## src/mcr_pkg.sv

```systemverilog
// Package for the midpoint circle rasterizer.
// Holds field widths, register indexes, the queued job record and the config record.
// No dependencies.
`default_nettype none
package mcr_pkg;

  localparam int unsigned COORD_W     = 14;
  localparam int unsigned ERR_W       = 16;
  localparam int unsigned CALC_W      = 20;
  localparam int unsigned COLOR_W     = 32;
  localparam int unsigned DIM_W       = 12;
  localparam int unsigned PIX_W       = 15;
  localparam int unsigned INDEX_W     = 20;
  localparam int unsigned SUM_W       = 25;
  localparam int unsigned MAX_PIXELS  = 1048576;

  localparam int unsigned IN_DATA_W   = 80;
  localparam int unsigned OUT_DATA_W  = 56;

  localparam int unsigned CFG_ADDR_W  = 2;
  localparam int unsigned CFG_DATA_W  = 12;
  localparam logic [CFG_ADDR_W-1:0] REG_DRAW_EN  = 2'd0;
  localparam logic [CFG_ADDR_W-1:0] REG_WIDTH    = 2'd1;
  localparam logic [CFG_ADDR_W-1:0] REG_HEIGHT   = 2'd2;
  localparam logic [CFG_ADDR_W-1:0] REG_PITCH    = 2'd3;

  localparam logic ACT_START = 1'b0;
  localparam logic ACT_STEP  = 1'b1;

  localparam int unsigned QUEUE_DEPTH = 4;
  localparam int unsigned QPTR_W      = 2;
  localparam int unsigned QCNT_W      = 3;

  localparam logic [2:0] LAST_POINT = 3'd7;

  typedef struct packed {
    logic [COORD_W-1:0] cx;
    logic [COORD_W-1:0] cy;
    logic [COORD_W-1:0] x;
    logic [COORD_W-1:0] y;
    logic [COLOR_W-1:0] color;
    logic               done;
    logic               empty;
  } job_t;

  typedef struct packed {
    logic             draw_en;
    logic [DIM_W-1:0] width;
    logic [DIM_W-1:0] height;
    logic [DIM_W-1:0] pitch;
  } cfg_t;

endpackage
`default_nettype wire

```

## src/mcr_front.sv

```systemverilog
// Front end: accepts items, runs the midpoint error recurrence, builds one job per item.
// Depends on mcr_pkg.
`default_nettype none
module mcr_front (
  input  wire                          clk,
  input  wire                          rst_n,
  input  wire                          push,
  input  wire                          action,
  input  wire  [mcr_pkg::COORD_W-1:0]  center_x,
  input  wire  [mcr_pkg::COORD_W-1:0]  center_y,
  input  wire  [mcr_pkg::COORD_W-1:0]  radius,
  input  wire  [mcr_pkg::COLOR_W-1:0]  draw_color,
  output mcr_pkg::job_t                job
);
  import mcr_pkg::*;

  logic [COORD_W-1:0] cx_r, cy_r, walk_x_r, walk_y_r;
  logic [ERR_W-1:0]   walk_err_r;
  logic [COLOR_W-1:0] color_r;
  logic               active_r;

  logic               start, neg;
  logic [COORD_W-1:0] x0, y0, cx0, cy0;
  logic [ERR_W-1:0]   e0;
  logic [COLOR_W-1:0] color0;
  logic signed [CALC_W-1:0] x0_s, y0_s, e0_s, y1_s, e1_s, t_s, x1_s, e2_s;
  logic               done;
  logic               active_nxt;

  always_comb begin
    start  = (action == ACT_START);
    neg    = radius[COORD_W-1];
    x0     = start ? radius     : walk_x_r;
    y0     = start ? '0         : walk_y_r;
    e0     = start ? '0         : walk_err_r;
    cx0    = start ? center_x   : cx_r;
    cy0    = start ? center_y   : cy_r;
    color0 = start ? draw_color : color_r;

    x0_s = {{(CALC_W-COORD_W){x0[COORD_W-1]}}, x0};
    y0_s = {{(CALC_W-COORD_W){y0[COORD_W-1]}}, y0};
    e0_s = {{(CALC_W-ERR_W){e0[ERR_W-1]}}, e0};
    y1_s = y0_s + 20'sd1;
    e1_s = e0_s + 20'sd1 + (y1_s <<< 1);
    t_s  = ((e1_s - x0_s) <<< 1) + 20'sd1;
    if (t_s > 20'sd0) begin
      x1_s = x0_s - 20'sd1;
      e2_s = e1_s + 20'sd1 - (x1_s <<< 1);
    end else begin
      x1_s = x0_s;
      e2_s = e1_s;
    end
    done = $signed(x1_s[COORD_W-1:0]) < $signed(y1_s[COORD_W-1:0]);

    job.cx    = cx0;
    job.cy    = cy0;
    job.x     = x0;
    job.y     = y0;
    job.color = color0;
    job.done  = done;
    job.empty = start ? neg : !active_r;

    if (start) active_nxt = !neg && !done;
    else       active_nxt = active_r && !done;
  end

  always_ff @(posedge clk) begin
    if (!rst_n) begin
      cx_r       <= '0;
      cy_r       <= '0;
      color_r    <= '0;
      walk_x_r   <= '0;
      walk_y_r   <= '0;
      walk_err_r <= '0;
      active_r   <= 1'b0;
    end else if (push) begin
      active_r <= active_nxt;
      if (!job.empty) begin
        cx_r       <= cx0;
        cy_r       <= cy0;
        color_r    <= color0;
        walk_x_r   <= x1_s[COORD_W-1:0];
        walk_y_r   <= y1_s[COORD_W-1:0];
        walk_err_r <= e2_s[ERR_W-1:0];
      end
    end
  end

endmodule
`default_nettype wire

```

## src/mcr_queue.sv

```systemverilog
// Short job queue between front end and point generator.
// Depends on mcr_pkg.
`default_nettype none
module mcr_queue (
  input  wire            clk,
  input  wire            rst_n,
  input  wire            push,
  input  mcr_pkg::job_t  push_job,
  output logic           full,
  input  wire            pop,
  output logic           head_valid,
  output mcr_pkg::job_t  head_job
);
  import mcr_pkg::*;

  job_t              slot_r [QUEUE_DEPTH];
  logic [QPTR_W-1:0] wr_ptr_r, rd_ptr_r;
  logic [QCNT_W-1:0] count_r, count_nxt;

  always_comb begin
    full       = (count_r == QCNT_W'(QUEUE_DEPTH));
    head_valid = (count_r != '0);
    head_job   = slot_r[rd_ptr_r];
    count_nxt  = count_r + QCNT_W'(push) - QCNT_W'(pop);
  end

  always_ff @(posedge clk) begin
    if (!rst_n) begin
      wr_ptr_r <= '0;
      rd_ptr_r <= '0;
      count_r  <= '0;
    end else begin
      if (push) wr_ptr_r <= wr_ptr_r + QPTR_W'(1);
      if (pop)  rd_ptr_r <= rd_ptr_r + QPTR_W'(1);
      count_r <= count_nxt;
    end
  end

  always_ff @(posedge clk) begin
    if (push) slot_r[wr_ptr_r] <= push_job;
  end

endmodule
`default_nettype wire

```

## src/mcr_back.sv

```systemverilog
// Back end: walks the eight octant points of each job, clips them, forms the buffer index.
// Three stages (select/clip, multiply, add/limit) into the output register. Depends on mcr_pkg.
`default_nettype none
module mcr_back (
  input  wire                            clk,
  input  wire                            rst_n,
  input  mcr_pkg::cfg_t                  cfg,
  input  wire                            head_valid,
  input  mcr_pkg::job_t                  head_job,
  output logic                           pop,
  output logic                           out_tvalid,
  input  wire                            out_tready,
  output logic [mcr_pkg::OUT_DATA_W-1:0] out_tdata,   // write_enable, pixel_index, pixel_color
  output logic                           out_tlast,
  output logic                           out_tuser    // circle_done
);
  import mcr_pkg::*;

  logic       advance, issue, last_pt;
  logic [2:0] pt_r;
  logic       swap, xneg, yneg;
  logic signed [PIX_W-1:0] cx_s, cy_s, a_s, b_s, px_s, py_s;
  logic       in_frame;

  logic               v1_r, we1_r, last1_r, done1_r;
  logic [DIM_W-1:0]   px1_r, py1_r;
  logic [COLOR_W-1:0] color1_r;

  logic               v2_r, we2_r, last2_r, done2_r;
  logic [DIM_W-1:0]   px2_r;
  logic [2*DIM_W-1:0] prod2_r;
  logic [COLOR_W-1:0] color2_r;

  logic               v3_r, we3_r, last3_r, done3_r;
  logic [INDEX_W-1:0] idx3_r;
  logic [COLOR_W-1:0] color3_r;

  logic [SUM_W-1:0]   sum;
  logic               we3_nxt;

  always_comb begin
    advance = !v3_r || out_tready;
    issue   = head_valid && advance;
    last_pt = head_job.empty || (pt_r == LAST_POINT);
    pop     = issue && last_pt;

    swap = pt_r[0] ^ pt_r[1];
    xneg = pt_r[1] ^ pt_r[2];
    yneg = pt_r[2];
    cx_s = PIX_W'($signed(head_job.cx));
    cy_s = PIX_W'($signed(head_job.cy));
    a_s  = PIX_W'($signed(swap ? head_job.y : head_job.x));
    b_s  = PIX_W'($signed(swap ? head_job.x : head_job.y));
    px_s = xneg ? cx_s - a_s : cx_s + a_s;
    py_s = yneg ? cy_s - b_s : cy_s + b_s;
    in_frame = cfg.draw_en && !head_job.empty && !px_s[PIX_W-1] && !py_s[PIX_W-1]
            && (px_s[PIX_W-2:0] < (PIX_W-1)'(cfg.width))
            && (py_s[PIX_W-2:0] < (PIX_W-1)'(cfg.height));

    sum     = SUM_W'(prod2_r) + SUM_W'(px2_r);
    we3_nxt = we2_r && (sum < SUM_W'(MAX_PIXELS));
  end

  always_ff @(posedge clk) begin
    if (!rst_n) begin
      pt_r <= '0;
      v1_r <= 1'b0;
      v2_r <= 1'b0;
      v3_r <= 1'b0;
    end else if (advance) begin
      if (issue) pt_r <= last_pt ? 3'd0 : pt_r + 3'd1;
      v1_r <= issue;
      v2_r <= v1_r;
      v3_r <= v2_r;
    end
  end

  always_ff @(posedge clk) begin
    if (advance) begin
      we1_r    <= in_frame;
      px1_r    <= px_s[DIM_W-1:0];
      py1_r    <= py_s[DIM_W-1:0];
      color1_r <= head_job.empty ? '0 : head_job.color;
      last1_r  <= last_pt;
      done1_r  <= head_job.empty || (last_pt && head_job.done);

      we2_r    <= we1_r;
      px2_r    <= px1_r;
      prod2_r  <= (2*DIM_W)'(py1_r) * (2*DIM_W)'(cfg.pitch);
      color2_r <= color1_r;
      last2_r  <= last1_r;
      done2_r  <= done1_r;

      we3_r    <= we3_nxt;
      idx3_r   <= we3_nxt ? sum[INDEX_W-1:0] : '0;
      color3_r <= color2_r;
      last3_r  <= last2_r;
      done3_r  <= done2_r;
    end
  end

  assign out_tvalid = v3_r;
  assign out_tdata  = {3'b000, color3_r, idx3_r, we3_r};
  assign out_tlast  = last3_r;
  assign out_tuser  = done3_r;

endmodule
`default_nettype wire

```

## src/midpoint_circle_raster.sv

```systemverilog
// Midpoint circle outline rasterizer: emits clipped frame-buffer pixel writes.
// Channels: in_* takes one item (tuser = action: 0 start, 1 step; tdata = center_x,
// center_y, radius, draw_color). out_* gives results (tdata = write_enable,
// pixel_index, pixel_color; tlast = last result of the item; tuser = circle_done).
// cfg_* writes registers: 0 drawing enable, 1 frame width, 2 frame height, 3 line pitch.
// A start or step item yields eight point writes in octant order, one per cycle unless
// the output stalls; a negative-radius start or a step with no circle running yields
// one empty result. The point walker can take the next queued item as soon as the last
// point of the current one issues. Each result passes the queue, then the select/clip,
// multiply and add stages into the output register.
// The front end updates the recurrence in the cycle it accepts an item and parks the
// job in a 4-entry queue, so items are taken back to back until the queue fills.
// When out_tready is low with a result waiting, the whole point pipeline holds; in_tready
// drops only when the queue is full. Reset clears the circle state, the queue pointers,
// the configuration registers and the pipeline valid bits; point data is not cleared.
`default_nettype none
module midpoint_circle_raster (
  input  wire                            clk,
  input  wire                            rst_n,
  input  wire                            in_tvalid,
  output logic                           in_tready,
  input  wire  [mcr_pkg::IN_DATA_W-1:0]  in_tdata,   // center_x, center_y, radius, draw_color
  input  wire                            in_tuser,   // action
  output logic                           out_tvalid,
  input  wire                            out_tready,
  output logic [mcr_pkg::OUT_DATA_W-1:0] out_tdata,  // write_enable, pixel_index, pixel_color
  output logic                           out_tlast,  // last_of_run
  output logic                           out_tuser,  // circle_done
  input  wire                            cfg_we,
  input  wire  [mcr_pkg::CFG_ADDR_W-1:0] cfg_addr,
  input  wire  [mcr_pkg::CFG_DATA_W-1:0] cfg_data
);
  import mcr_pkg::*;

  cfg_t cfg_r;
  job_t front_job, head_job;
  logic push, full, pop, head_valid;

  always_ff @(posedge clk) begin
    if (!rst_n) begin
      cfg_r <= '0;
    end else if (cfg_we) begin
      unique case (cfg_addr)
        REG_DRAW_EN: cfg_r.draw_en <= cfg_data[0];
        REG_WIDTH:   cfg_r.width   <= cfg_data[DIM_W-1:0];
        REG_HEIGHT:  cfg_r.height  <= cfg_data[DIM_W-1:0];
        REG_PITCH:   cfg_r.pitch   <= cfg_data[DIM_W-1:0];
        default: ;
      endcase
    end
  end

  assign in_tready = !full;
  assign push      = in_tvalid && !full;

  mcr_front u_front (
    .clk        (clk),
    .rst_n      (rst_n),
    .push       (push),
    .action     (in_tuser),
    .center_x   (in_tdata[13:0]),
    .center_y   (in_tdata[27:14]),
    .radius     (in_tdata[41:28]),
    .draw_color (in_tdata[73:42]),
    .job        (front_job)
  );

  mcr_queue u_queue (
    .clk        (clk),
    .rst_n      (rst_n),
    .push       (push),
    .push_job   (front_job),
    .full       (full),
    .pop        (pop),
    .head_valid (head_valid),
    .head_job   (head_job)
  );

  mcr_back u_back (
    .clk        (clk),
    .rst_n      (rst_n),
    .cfg        (cfg_r),
    .head_valid (head_valid),
    .head_job   (head_job),
    .pop        (pop),
    .out_tvalid (out_tvalid),
    .out_tready (out_tready),
    .out_tdata  (out_tdata),
    .out_tlast  (out_tlast),
    .out_tuser  (out_tuser)
  );

endmodule
`default_nettype wire
```

## config.mk

```make
export PLATFORM = sky130hd
export DESIGN_NAME = midpoint_circle_raster
export DESIGN_NICKNAME = d
export VERILOG_FILES = /design/src/mcr_pkg.sv /design/src/mcr_front.sv /design/src/mcr_queue.sv /design/src/mcr_back.sv /design/src/midpoint_circle_raster.sv
export SDC_FILE = /design/constraint.sdc
export NUM_CORES = 1
export LEC_CHECK = 0
export BUFFER_PORTS_ARGS = -buffer_cell sky130_fd_sc_hd__buf_2
export CAP_MARGIN = 20
export CORE_UTILIZATION = 30
export DETAILED_ROUTE_END_ITERATION = 12
export PLACE_DENSITY = 0.42
export SLEW_MARGIN = 20
export SYNTH_ARGS = -nofsm -noshare
export SYNTH_HDL_FRONTEND = slang
export SYNTH_HIERARCHICAL = 1
export SYNTH_SLANG_ARGS = --single-unit
```

## constraint.sdc

```tcl
create_clock -name clk -period 13.78 [get_ports clk]
set_clock_uncertainty 0.15 [all_clocks]
set_input_delay 2.067 -clock clk [delete_from_list [all_inputs] [get_ports clk]]
set_output_delay 2.067 -clock clk [all_outputs]
set_load 0.05 [all_outputs]
```

==> results.py <==
metrics = {
    "synth": {
        "synth_edf_count": 545,
        "synthCells": 2984,
        "yosysWarnings": 6,
        "synth_area_mm2": 0.0376,
        "syn_area_per_cell_um2": 12.6,
        "synth-seq-area-share_pct": 51.9,
        "ys.flop_type": "edfxtp_1",
        "async_flop_share_pct": 0,
        "synth_cell_type_count": 104,
        "synth-seq-cells": 702,
    },
    "run": {
        "cap_violations": 0,
    },
    "clocking": {
        "insertion_delay_ps": 660,
        "clock_sinks": 702,
        "clock_path_buffers": 3,
        "cts_tree": "yes",
        "postCtsSetupRepairBufs": 0,
        "cts_buffers": 83,
        "cts-resized-gates": 0,
        "root_buffer": "clkbuf_16",
        "ctsHoldBuffers": 0,
        "htree_levels": 3,
        "clkTransAtPathRegs_ps": 60,
    },
    "setup_path": {
        "cp.buffers_inverters": 2,
        "crit_path_end_kind": "flip-flop",
        "slowest_stage": "o21ai_2",
        "cp_top_family": "compound AO/OA/AOI/OAI gates",
        "crit_top_cell": "ha_1",
        "critPathLaunchType": "input pin",
        "required_ps": 14130,
        "slowest_delay_ps": 750,
        "worst-path-max-fanout": 36,
        "arrival_ps": 9820,
        "crit_type": "input pin to flip-flop",
    },
    "timing": {
        "tightest_slew_ps": 951,
        "timing.final.ws_setup_ps": 4310,
        "finalSetupViolations": 0,
        "finalCriticalPeriod_ps": 9470,
        "hold_viol": 0,
        "maxSlewViolCount": 0,
        "timing.final.crit_share_pct": 68.7,
        "holdWs_ps": 253,
        "fmax_mhz": 106,
        "tns_ps": 0,
        "rsz0062_at_grt": "no",
        "max-slew-margin-rel_pct": 36.5,
    },
    "placement": {
        "io_buffers": 150,
        "gp_congestion": 0.824,
        "postPlaceCellArea_mm2": 0.0399,
        "hpwl_um": 64900,
        "dp_slack_ps": 3580,
        "placedCellCount": 4670,
    },
    "layout": {
        "final_cell_mix": "edfxtp_1, nand2_1, inv_1, ha_1, dfxtp_1",
        "num-nets-final": 3530,
        "area_growth_pct": 13.8,
        "layout_commonest_cell": "edfxtp_1",
        "post_route_cells_drive_above_1_share_pct": 16.0,
        "finalNonFillerCells": 4830,
        "finish.utilization_pct": 34.5,
        "stdcell_area_mm2": 0.0427,
    },
    "grt": {
        "grt_pass1_vias": 24600,
        "grt_overflow": 0,
        "grt_max_degree": 79,
        "grtUsageTotal_pct": 14.9,
        "antenna_found_initial": 5,
        "grt_pass1_wl_um": 145000,
    },
    "pwr": {
        "power.density_mw_per_mm2": 211,
        "total_power_mw": 9.02,
        "peakVddDrop_uv": 149,
        "p_leak_nw": 16.9,
    },
    "drt": {
        "postRouteAntennaNets": 0,
        "via_per_inst": 4.74,
        "post_drt_wl_per_cell_um": 19.4,
        "drt_wl_total_um": 93700,
        "drt_first_pass_iters": 9,
        "drc": 26,
        "vias": 22900,
        "drtIter0Drc": 1050,
    },
    "die": {
        "die_w_um": 356,
        "initial_utilization_pct": 30.3,
        "pin_count": 160,
        "rows": 129,
        "coreArea_mm2": 0.124,
        "die_area_mm2": 0.127,
        "die_y_um": 356,
    },
    "status": {
        "violations": "DRC",
        "status": "finished, violations left",
    },
    "min_path": {
        "hold_class": "flip-flop to flip-flop",
    },
}
==> synth_stat cells, types with 10 or more instances <==
| cell type | number | area [µm²] |
|---|---|---|
| edfxtp_1 | 545 | 16400 |
| nand2_1 | 382 | 1430 |
| inv_1 | 244 | 916 |
| ha_1 | 206 | 2580 |
| dfxtp_1 | 157 | 3140 |
| fa_1 | 106 | 2120 |
| nor2_1 | 106 | 398 |
| xnor2_1 | 102 | 893 |
| mux4_2 | 91 | 2050 |
| and2_1 | 88 | 551 |
| a21oi_1 | 79 | 395 |
| clkbuf_1 | 74 | 278 |
| a21boi_0 | 73 | 548 |
| mux2i_1 | 72 | 721 |
| mux2_2 | 62 | 698 |
| nor2b_1 | 53 | 332 |
| o21ai_0 | 48 | 240 |
| xor2_1 | 42 | 368 |
| nor3_1 | 39 | 195 |
| nand3_1 | 31 | 155 |
| a21o_1 | 25 | 188 |
| buf_2 | 23 | 115 |
| o21a_1 | 22 | 165 |
| nand2b_1 | 19 | 119 |
| and3_1 | 17 | 106 |
| o211a_1 | 17 | 170 |
| o21ai_1 | 17 | 85.1 |
| nand4_1 | 14 | 87.6 |
| a211oi_1 | 12 | 90.1 |
| nor3b_1 | 12 | 90.1 |
| a21boi_1 | 11 | 82.6 |
| a31oi_1 | 11 | 68.8 |
| or3_1 | 11 | 68.8 |
| o211ai_1 | 10 | 75.1 |
==> metal layers <==
layer / global-route usage [%] / part of all wire [%]
met5: 0 / 0.014
met4: 4.98 / 2.5
met3: 2.09 / 2.8
met2: 26.8 / 51
met1: 18.3 / 44
==> kinds of logic (layout without fill, tap and decap cells) <==
| family | after synthesis | in the layout | synth area share [%] |
|---|---|---|---|
| AO/OA/AOI/OAI | 401 | 401 | 7.48 |
| XOR/XNOR | 149 | 149 | 3.61 |
| adder cells (fa/ha/maj) | 312 | 312 | 12.5 |
| buffers and inverters | 371 | 574 | 4.35 |
| flip-flops | 702 | 702 | 51.9 |
| multiplexers | 234 | 234 | 9.64 |
| other | 1 | 7 | 0.00998 |
| AND/OR/NAND/NOR | 814 | 814 | 10.5 |
==> final timing paths <==
kind                                     from  cells after the start                              to  slack [ps]
max                                  in_tuser                     31  u_queue/slot_r[1][1]$_DFFE_PP_        4310
min             u_back/color2_r[19]$_DFFE_PN_                      0   u_back/color3_r[19]$_DFFE_PN_         250
max reg2reg  u_front/walk_y_r[0]$_SDFFE_PN0P_                     30  u_queue/slot_r[1][1]$_DFFE_PP_        5700
min reg2reg     u_back/color2_r[19]$_DFFE_PN_                      0   u_back/color3_r[19]$_DFFE_PN_         250
==> final cells by class <==
| type | instances | area, µm² |
|---|---|---|
| inverter | 249 | 943 |
| sequential | 702 | 19500 |
| clock inverter | 49 | 622 |
| multi-input combinational | 1913 | 16400 |
| antenna | 4 | 10.0 |
| tap | 1637 | 2050 |
| fill | 12300 | 81200 |
| clock buffer | 107 | 2220 |
| timing repair buffer | 169 | 922 |
==> where the power goes <==
group	internal (mW)	switching, mW	total, mW	leakage, nW
Sequential	2.83	0.241	3.08	6.75
Clock	1.34	0.915	2.26	1.37
Combinational	1.41	2.29	3.69	8.75
==> state kept, by name, indices dropped and copies added (netlist names), 16 cells and up, named ones only <==
signal	count
u_front/color_r	32
u_back/idx3_r	20
u_front/walk_err_r	16
u_back/color2_r	32
u_back/color3_r	32
cfg_r	37
u_back/color1_r	32
u_back/prod2_r	24
u_queue/slot_r	360
Note: power is estimated with default switching activity, not from simulation.
